--- src/design/wpa_pkg.sv ---
package wpa_pkg;

    localparam int MAX_POOL   = 4;
    localparam int MAX_WIDTH  = 256;
    localparam int MAX_HEIGHT = 1024;
    localparam int ROW_BITS   = $clog2(MAX_POOL);
    localparam int COL_BITS   = $clog2(MAX_WIDTH);

    localparam logic [1:0] MODE_MAX = 2'd0;
    localparam logic [1:0] MODE_MIN = 2'd1;
    localparam logic [1:0] MODE_AVG = 2'd2;

    localparam logic [2:0] CFG_POOL   = 3'd0;
    localparam logic [2:0] CFG_STRIDE = 3'd1;
    localparam logic [2:0] CFG_MODE   = 3'd2;
    localparam logic [2:0] CFG_WIDTH  = 3'd3;
    localparam logic [2:0] CFG_HEIGHT = 3'd4;

    typedef struct packed {
        logic       start;
        logic       step;
        logic [3:0] elem;
        logic       finish;
    } wpa_cmd_t;

    typedef struct packed {
        logic busy;
    } wpa_stat_t;

endpackage

--- src/design/wpa_ctrl.sv ---
module wpa_ctrl (
    input  logic              clk,
    input  logic              rst_n,
    input  logic              go,
    input  logic [2:0]        pool,
    output wpa_pkg::wpa_cmd_t cmd,
    output wpa_pkg::wpa_stat_t stat
);
    import wpa_pkg::*;

    localparam logic [1:0] S_IDLE = 2'd0;
    localparam logic [1:0] S_READ = 2'd1;
    localparam logic [1:0] S_TAIL = 2'd2;
    localparam logic [1:0] S_DONE = 2'd3;

    logic [1:0] state_reg, state_next;
    logic [3:0] elem_reg, elem_next;
    logic [4:0] last;

    assign last = 5'(pool * pool) - 5'd1;

    always_ff @(posedge clk or negedge rst_n)
    begin
        if (!rst_n)
        begin
            state_reg <= S_IDLE;
            elem_reg  <= 4'd0;
        end
        else
        begin
            state_reg <= state_next;
            elem_reg  <= elem_next;
        end
    end

    always_comb
    begin
        state_next = state_reg;
        elem_next  = elem_reg;
        cmd        = '0;
        cmd.elem   = elem_reg;
        unique case (state_reg)
            S_IDLE:
            begin
                if (go)
                begin
                    state_next = S_READ;
                    elem_next  = 4'd0;
                end
            end
            S_READ:
            begin
                cmd.step  = 1'b1;
                cmd.start = (elem_reg == 4'd0);
                if (5'(elem_reg) == last)
                begin
                    state_next = S_TAIL;
                end
                else
                begin
                    elem_next = elem_reg + 4'd1;
                end
            end
            S_TAIL:
            begin
                state_next = S_DONE;
            end
            S_DONE:
            begin
                cmd.finish = 1'b1;
                state_next = S_IDLE;
            end
            default: state_next = S_IDLE;
        endcase
        stat.busy = (state_reg != S_IDLE);
    end

endmodule

--- config.mk ---
export PLATFORM = sky130hd
export DESIGN_NAME = wpa_ctrl
export DESIGN_NICKNAME = d
export VERILOG_FILES = /design/src/design/wpa_pkg.sv /design/src/design/wpa_ctrl.sv
export SDC_FILE = /design/constraint.sdc
export NUM_CORES = 1
export LEC_CHECK = 0
export BUFFER_PORTS_ARGS = -buffer_cell sky130_fd_sc_hd__buf_4
export CORE_AREA = 2 2 39 41
export CTS_BUF_LIST = sky130_fd_sc_hd__clkbuf_16
export DETAILED_ROUTE_END_ITERATION = 8
export DIE_AREA = 0 0 41 43
export PLACE_DENSITY = 0.7
export RECOVER_POWER = 50
export SKIP_LAST_GASP = 1
export SYNTH_ARGS = -nofsm -noshare
export SYNTH_HDL_FRONTEND = slang
export SYNTH_SLANG_ARGS = --single-unit
--- constraint.sdc ---
create_clock -name clk -period 2.72 [get_ports clk]
set_clock_uncertainty 0.05 [all_clocks]
set_input_delay 0.136 -clock clk [delete_from_list [all_inputs] [get_ports clk]]
set_output_delay 0.136 -clock clk [all_outputs]
set_load 0.02 [all_outputs]
Word level (Yosys, flattened, before mapping)

Cells that the tools add are included.

Bits in registers: 6
Bits in latches: 0
Memory bits (writable): 0
Bits in read-only memories: 0
Input port bits: 6
Output and inout bits: 8
Logic and storage cells: 26
Memories: 0

$add $sub $neg: 2
Multiply operators: 1
Divide/modulo/power cells: 0
Magnitude comparators: 0
Eq/ne operators: 7
Shift operators: 0
Mux-type cells: 8
Bitwise gates (word level): 0
Reductions and logical operators: 6

Operators by type and width:

| cell                                                                | number |
|---|---|
| 4-bit two-way mux                                                   | 2 |
| 2-bit one-hot mux with 4 select lines                               | 1 |
| 4-bit one-hot mux with 2 select lines                               | 1 |
| 2-bit two-way mux                                                   | 3 |
| 2-bit != test (second input constant)                               | 3 |
| 4-bit by 5-bit == test with 1-bit output                            | 1 |
| 3-bit by 3-bit multiplier with 5-bit output                         | 1 |
| 5-bit by 1-bit subtractor with 5-bit output (second input constant) | 1 |
| 4-bit by 1-bit adder with 4-bit output (second input constant)      | 1 |
| 2-bit == test (second input constant)                               | 2 |
| 4-bit zero test                                                     | 1 |
| 2-bit nonzero test                                                  | 2 |
| 3-bit AND reduction                                                 | 1 |
| 2-bit by 1-bit == test with 1-bit output (second input constant)    | 1 |
| 2-bit zero test                                                     | 1 |
| 2-bit AND reduction                                                 | 1 |
| 1-bit two-way mux                                                   | 1 |

Longest topological paths before layout

Gate-level depths: netlist of the first run.

Depth in word-level cells: 5
Depth in mapped cells: 8

Least setup slack after synthesis of the first run

No wires, ideal clock.

Path type: reg2out
Start: register state_reg[1]
End: output port cmd[6] (netlist name)
Arrival time: 1.955 ns
Required time: 2.534 ns
Path slack: 0.579 ns
Cell stages (with the launch flop): 6
Path buffers: 1
Cells stage by stage: dfrtp_1 inv_1 ha_1 clkbuf_1 inv_2 nor4b_1

RTL lines:

| element                | line           | RTL |
|---|---|---|
| start, declared        | wpa_ctrl.sv:16 | `logic [1:0] state_reg, state_next;` |
| start signal, assigned | wpa_ctrl.sv:31 | `state_reg <= state_next;` |
| end, declared          | wpa_ctrl.sv:6  | `output wpa_pkg::wpa_cmd_t cmd,` |

Final worst setup path of the first run

Start: register elem_reg[1]
End: register state_reg[1]

Word-level cells in the longest chain between the ends: 3

RTL lines:

| element                                  | line           | RTL |
|---|---|---|
| start, declared                          | wpa_ctrl.sv:17 | `logic [3:0] elem_reg, elem_next;` |
| start signal, assigned                   | wpa_ctrl.sv:32 | `elem_reg <= elem_next;` |
| 4-bit by 5-bit == test with 1-bit output | wpa_ctrl.sv:55 | `if (5'(elem_reg) == last)` |
| 2-bit != test (no line)                  | --             |  |
| 2-bit AND reduction (no line)            | --             |  |

No other way between the ends.
A chain may end at the register's enable or synchronous reset.

==> flow_summary.ini, run 1 <==
[grt]
grt_pass1_wl_um = 2270
first_global_vias = 538
antenna_found_initial = 0
grt_util_all_layers_pct = 19.6
grt_max_degree = 11
grt_overflow = 0

[drt]
firstDrtPassIters = 4
drc_errors = 0
vias_per_cell = 5.69
finalWirelength_um = 1360
routedWlPerCell_um = 14.3
num_vias = 541
dr.first_iter.drc_count = 5
ant_nets = 0

[sta]
setup-violations-final = 0
post-route-min-period_ns = 2.04
rsz0062_at_grt = false
setup_ws_ns = 0.677
worst_pin_slew_ns = 0.414
fmax_mhz = 489
maxSlewHeadroom_pct = 72.4
fin_tns_setup_ns = 0
hold_violations = 0
slew_violations = 0
finalCritPeriodShare_pct = 75.1

[clock_network]
cts_made_buffers = 3
max-clock-path-buffers = 2
clk_latency_ns = 0.23
cts_resized = 0
post_cts_buffers = 0
ctsHtreeMaxLevel = 1
clk_pin_slew_worst_paths_ns = 0.03
cts_tree = built
root_buffer = clkbuf_16
clock_sinks = 6

[worst_setup_path]
critPathLaunch = elem_reg[1]$_DFFE_PN0P_
reg2reg_depth = 5
cp.required_ns = 2.78
rr_startpoint = elem_reg[1]$_DFFE_PN0P_
worstReg2RegEnd = state_reg[1]$_DFFE_PN0P_
crit_type = flop to flop
ff2ff_setup_slack_ns = 0.68
worstSetupStartpointType = flop
endpoint_kind = flop
crit_fanout = 10
crit_arrival_ns = 2.10

[placed_design]
placed_cells = 91
placed_area_um2 = 712
port_buffers = 13
dp_hpwl_um = 1010
gp_congestion = 0.774
pre_cts_ws_ns = 0.625

[final_layout]
multiInputGateArea_um2 = 422
final_cells = 95
antenna_cells = 0
nNetsFinal = 95
seq_area_um2 = 150
final_area_um2 = 778
final_util_pct = 56.2
area_delta_synth_final_pct = 26.2
nFillCells = 126
largest_reg_flops = 4
final_layout_size_suffix_gt1_share_pct = 22.8

[die]
row_count = 14
chipWidth_um = 41
io_pins = 14
die_height_um = 43
coreArea_mm2 = 0.00138
dieArea_mm2 = 0.00176
start_util_pct = 44.6

[yosys]
synth_top_area_share_pct = 24.3
yosys_register_bits = 6
synthArstFlopShare_pct = 100
synthTopCellsByCount = 8 x ha_1, 7 x nor2_1, 6 x dfrtp_1
netlist_top_cells_area = dfrtp_1 24%, ha_1 16%, nor2_1 4.3%, nand4_1 4.1%, nand4_4 3.4%
synth_nets = 79
synth_edf_count = 0
synthFlopType = dfrtp_1
synthDistinctLibCells = 32
yosysMostFrequentCell = ha_1
synth_area_per_cell_um2 = 9.49
yosysSeqAreaShare_pct = 24.3
syn_inst = 65
yosysWarnings = 0
synth.cell_area_um2 = 617
netlist.top_cell.by_area = dfrtp_1

[flow_run]
maxCapViolCount = 0

[pwr]
peakVddDrop_mv = 0.700
p_clk_share_pct = 27.9
powerDensity_mw_per_mm2 = 1080
p_sw_share_pct = 42.4
p_sw_mw = 0.358
seqPwrFrac_pct = 19.9
p_comb_share_pct = 52.2
power.leakage_nw = 0.353
p_int_mw = 0.486

[worst_hold_path]
whs_path_depth = 3
hp-class = primary input to flop
hp-start = go
holdPathEnd = elem_reg[2]$_DFFE_PN0P_

[outcome]
status = complete, no violations
==> layer usage <==
layer | GRT usage (%) | share of wire (%) | wire length [um]
met5 | 0 | 0 | 0
met4 | 16.0 | 2.8 | 38
met3 | 5.76 | 6.8 | 92
met1 | 23.3 | 43 | 590
met2 | 27.5 | 47 | 637
==> area by class of cell <==
cell class                 count  area share [%]
sequential                     6            19.3
timing repair buffer          14            11.4
multi-input combinational     50            54.2
clock buffer                   3            9.65
inverter                       6            2.89
tap                           16            2.57
==> metrics by stage <==
step | hold slack, ns | power, mW
6_report | 0.192 | 0.844
3_5_place_dp | -0.102 | 0.614
4_1_cts | 0.185 | 0.864
5_1_grt | 0.214 | 0.903
2_1_floorplan | -0.210 | 0.489
3_3_place_gp | -0.103 | 0.610
==> how the worst max path moves through the flow <==
stage | endpoint | slack [ns] | cells past startpoint
final | state_reg[1]$_DFFE_PN0P_ | 0.68 | 5
after global routing | state_reg[1]$_DFFE_PN0P_ | 0.59 | 5
after CTS | state_reg[1]$_DFFE_PN0P_ | 0.68 | 5
after detailed placement | state_reg[1]$_DFFE_PN0P_ | 0.62 | 8
after global placement | state_reg[1]$_DFFE_PN0P_ | 0.68 | 8
after floorplan | cmd[6] | 0.58 | 5
==> layout by cell type (no fill, tap or decap) <==
cell,n
nand4b_1,1
a211oi_2,1
o311ai_1,2
nand2_1,1
ha_1,8
o21ai_1,1
inv_1,4
clkbuf_1,5
mux2_1,1
mux2i_1,2
a41oi_1,1
a32oi_1,1
nor2_1,7
buf_4,8
clkbuf_16,3
o41ai_2,1
a21oi_1,2
or4b_4,1
xor2_1,1
and3_1,2
nand2b_1,1
nand4_4,1
and2b_1,1
and4_1,1
xnor2_1,2
a21oi_4,1
dfrtp_1,6
o21ai_0,4
inv_2,2
dlygate4sd3_1,1
nand4_1,4
a31oi_1,1
nor4b_1,1
==> what timing repair did <==
action                     in CTS  in global routing
setup endpoints to repair       0                  0
hold buffers                    1                  0
hold endpoints to repair        6                  0
==> worst max-delay path, cell delays in order (launching register included) <==
cell     delay (ns)
dfrtp_1        0.44
or4b_4         0.56
o41ai_2        0.09
nand4_4        0.24
a21oi_4        0.21
mux2_1         0.33
==> logic make-up (layout without fill, tap and decap cells) <==
kind of cell    count (synthesis)  in the layout  share of synthesized area (%)
buf+inv                         9             23                           7.30
flops                           6              6                           24.3
simple gates                   21             21                           23.1
mux                             3              3                           5.07
fa+ha+maj                       8              8                           16.2
compound gates                 15             15                           19.7
xor+xnor                        3              3                           4.26
==> power by group through the flow <==
| stage | logic [mW] | clock network (mW) | registers, mW |
|---|---|---|---|
| after global routing | 0.485 | 0.243 | 0.174 |
| after CTS | 0.456 | 0.241 | 0.167 |
| after detailed placement | 0.446 | 0 | 0.167 |
| final | 0.440 | 0.235 | 0.168 |
| after floorplan | 0.320 | 0 | 0.170 |
| after global placement | 0.445 | 0 | 0.165 |
Note: power is estimated with default switching activity, not from simulation.
==> inputs of run 2 (changes only) <==
ABC_AREA = 1   (was unset)
CORE_AREA = unset   (was 2 2 39 41)
CORE_UTILIZATION = 46   (was unset)
DIE_AREA = unset   (was 0 0 41 43)
PLACE_DENSITY = 0.73   (was 0.7)
clock period = 1.8 ns   (was 2.72 ns; I/O delays follow)
==> run 2 against run 1 <==
Sequential cell count is the same. Area after synthesis shrank 1.6%. Wire length shrank 20%. Clock power grew 48%. Sequential share of layout area grew 0.16 points. Register-to-register slack lost 0.42 ns. Cell count grew 22%. First-iteration DRC count shrank 20%. Non-clock buffer count is the same. Critical path depth is the same. Highest routed layer is now met3.
==> flow_summary.ini, run 2 <==
[pwr]
peakVddDrop_mv = 0.958
power.leakage_nw = 0.449
p_total_mw = 1.23
powerDensity_mw_per_mm2 = 1600

[clock_network]
root_buffer = clkbuf_16
cts_made_buffers = 3
cts_tree = built
clk_pin_slew_worst_paths_ns = 0.03
clk_latency_ns = 0.22
clock_sinks = 6
ctsHtreeMaxLevel = 1
max-clock-path-buffers = 2

[yosys]
synth_top_family_by_area = simple AND/OR/NAND/NOR gates
synthMuxAreaShare_pct = 0
synth_nets = 101
synth_xor_area_share_pct = 2.89
syn_inst = 87
synth.cell_area_um2 = 607
yosysSeqAreaShare_pct = 24.7
netlist.top_cell.by_area = dfrtp_1
yosysWarnings = 0
yosys.area_share.adder_pct = 16.5
synth-compound-area-share_pct = 4.54
netlist_top_cells_area = dfrtp_1 25%, nand2_1 17%, ha_1 16%, inv_1 7.4%, nand3_1 6.6%
synth_edf_count = 0
synthFlopType = dfrtp_1
synthDistinctLibCells = 22
yosys.area_share.simple_pct = 39.6
yosysMostFrequentCell = nand2_1
synthTopCellsByCount = 28 x nand2_1, 12 x inv_1, 8 x ha_1, 8 x nand3_1, 6 x dfrtp_1
synth_top_area_share_pct = 24.7
synth_area_per_cell_um2 = 6.98
synthArstFlopShare_pct = 100
yosys_register_bits = 6

[die]
io_pins = 14
chipWidth_um = 38.3
row_count = 12
coreArea_mm2 = 0.00117
die_height_um = 38.3
start_util_pct = 51.8
dieArea_mm2 = 0.00147

[placed_design]
pre_cts_ws_ns = 0.236
gp_congestion = 0.707
placed_area_um2 = 706
port_buffers = 13
placed_cells = 112
dp_hpwl_um = 905

[sta]
worst_pin_slew_ns = 0.304
post-route-min-period_ns = 1.62
setup-violations-final = 0
setup_ws_ns = 0.178
fmax_mhz = 617
hold_violations = 0
holdWs_ns = 0.127
rsz0062_at_grt = false
slew_violations = 0
maxSlewHeadroom_pct = 79.7
fin_tns_setup_ns = 0
finalCritPeriodShare_pct = 90.1

[grt]
first_global_vias = 500
grt_max_degree = 9
grt_overflow = 0
antenna_found_initial = 0
grt_pass1_wl_um = 1990
grt_util_all_layers_pct = 20.1

[final_layout]
final_cells = 116
mostFrequentLayoutCell = nand2_1
largest_reg_flops = 4
final_layout_size_suffix_gt1_share_pct = 21.6
nNetsFinal = 118
final_area_um2 = 772
layout_common_cells = 28 x nand2_1, 12 x inv_1, 8 x nand3_1, 8 x ha_1, 8 x buf_4
antenna_cells = 0
area_delta_synth_final_pct = 27.2
final_util_pct = 65.9

[worst_setup_path]
slowest_stage = dfrtp_1
endpoint_kind = output pin
crit_family = flip-flops
crit_fanout = 7
worstSetupStartpointType = flop
cp_cell_sequence = inv_1 -> ha_1 -> nand2_1 -> nor3_1 -> buf_4
cp_num_buf_inv = 2
slowest_delay_ns = 0.40
crit_type = flop to output pin
crit_arrival_ns = 1.48
cp.required_ns = 1.66

[drt]
firstDrtPassIters = 2
finalWirelength_um = 1090
routedWlPerCell_um = 9.42
ant_nets = 0
num_vias = 564
dr.first_iter.drc_count = 4
drc_errors = 0
vias_per_cell = 4.86

[outcome]
status = complete, no violations

[flow_run]
maxCapViolCount = 0

[worst_hold_path]
hp-class = primary input to flop
run 2: changes by cell type after synthesis, sizes merged, moves of 3 or more:
cell	before	now
inv	6	14
nand2	1	32
or2	0	3
nand4	5	1
nand3	0	9
nor2	7	4
o21ai	5	1
run 2: logic make-up (layout without fill, tap and decap cells):
kind of cell / Yosys count / count (layout)
XOR/XNOR: 2 / 2
AO/OA/AOI/OAI: 4 / 4
adder cells (fa/ha/maj): 8 / 8
buffers and inverters: 16 / 31
flip-flops: 6 / 6
AND/OR/NAND/NOR: 51 / 51
run 2: worst min-delay path: cells and delay by family:
kind | cells | cell delay, ns
buffers and inverters | 1 | 0.09
AND/OR/NAND/NOR | 1 | 0.08
AO/OA/AOI/OAI | 1 | 0.10
run 2: where the power goes:
part	switching [mW]	internal (mW)
Sequential	0.0717	0.187
Combinational	0.382	0.244
Clock	0.0644	0.284
Total	0.519	0.716
run 2: per-layer routing:
layer  global-route usage (%)  part of all wire, %  vias up
li1                         -                    -      304
met1                     28.2                   54      252
met2                     27.5                   43        8
met3                     5.23                  3.1        0
met4                     10.7                    0        0
met5                        0                    0        -
run 2: layout make-up:
| cell class | count | area [um^2] |
|---|---|---|
| Clock buffer | 3 | 75.1 |
| Fill cell | 118 | 399 |
| Inverter | 14 | 55.1 |
| Multi-Input combinational cell | 65 | 385 |
| Sequential cell | 6 | 150 |
| Tap cell | 14 | 17.5 |
| Timing Repair Buffer | 14 | 88.8 |
run 2: final timing paths:
check                                    startpoint                       end  slack [ns]  depth (start not counted)
setup / recovery           state_reg[1]$_DFFE_PN0P_                    cmd[6]        0.18                          5
hold / removal                                   go   elem_reg[3]$_DFFE_PN0P_        0.13                          3
setup reg to reg           state_reg[0]$_DFFE_PN0P_   elem_reg[1]$_DFFE_PN0P_        0.26                          7
hold reg to reg            state_reg[1]$_DFFE_PN0P_  state_reg[1]$_DFFE_PN0P_        0.49                          2
max in group asynchronous                     rst_n  state_reg[0]$_DFFE_PN0P_        1.27                          2
min in group asynchronous                     rst_n   elem_reg[2]$_DFFE_PN0P_        0.20                          2
run 2: repair_timing:
| item | CTS | global route |
|---|---|---|
| hold buffers | 1 | 0 |
| buffers inserted | 0 | 0 |
| endpoints found under the hold margin | 6 | 0 |
| resized for setup | 0 | 0 |
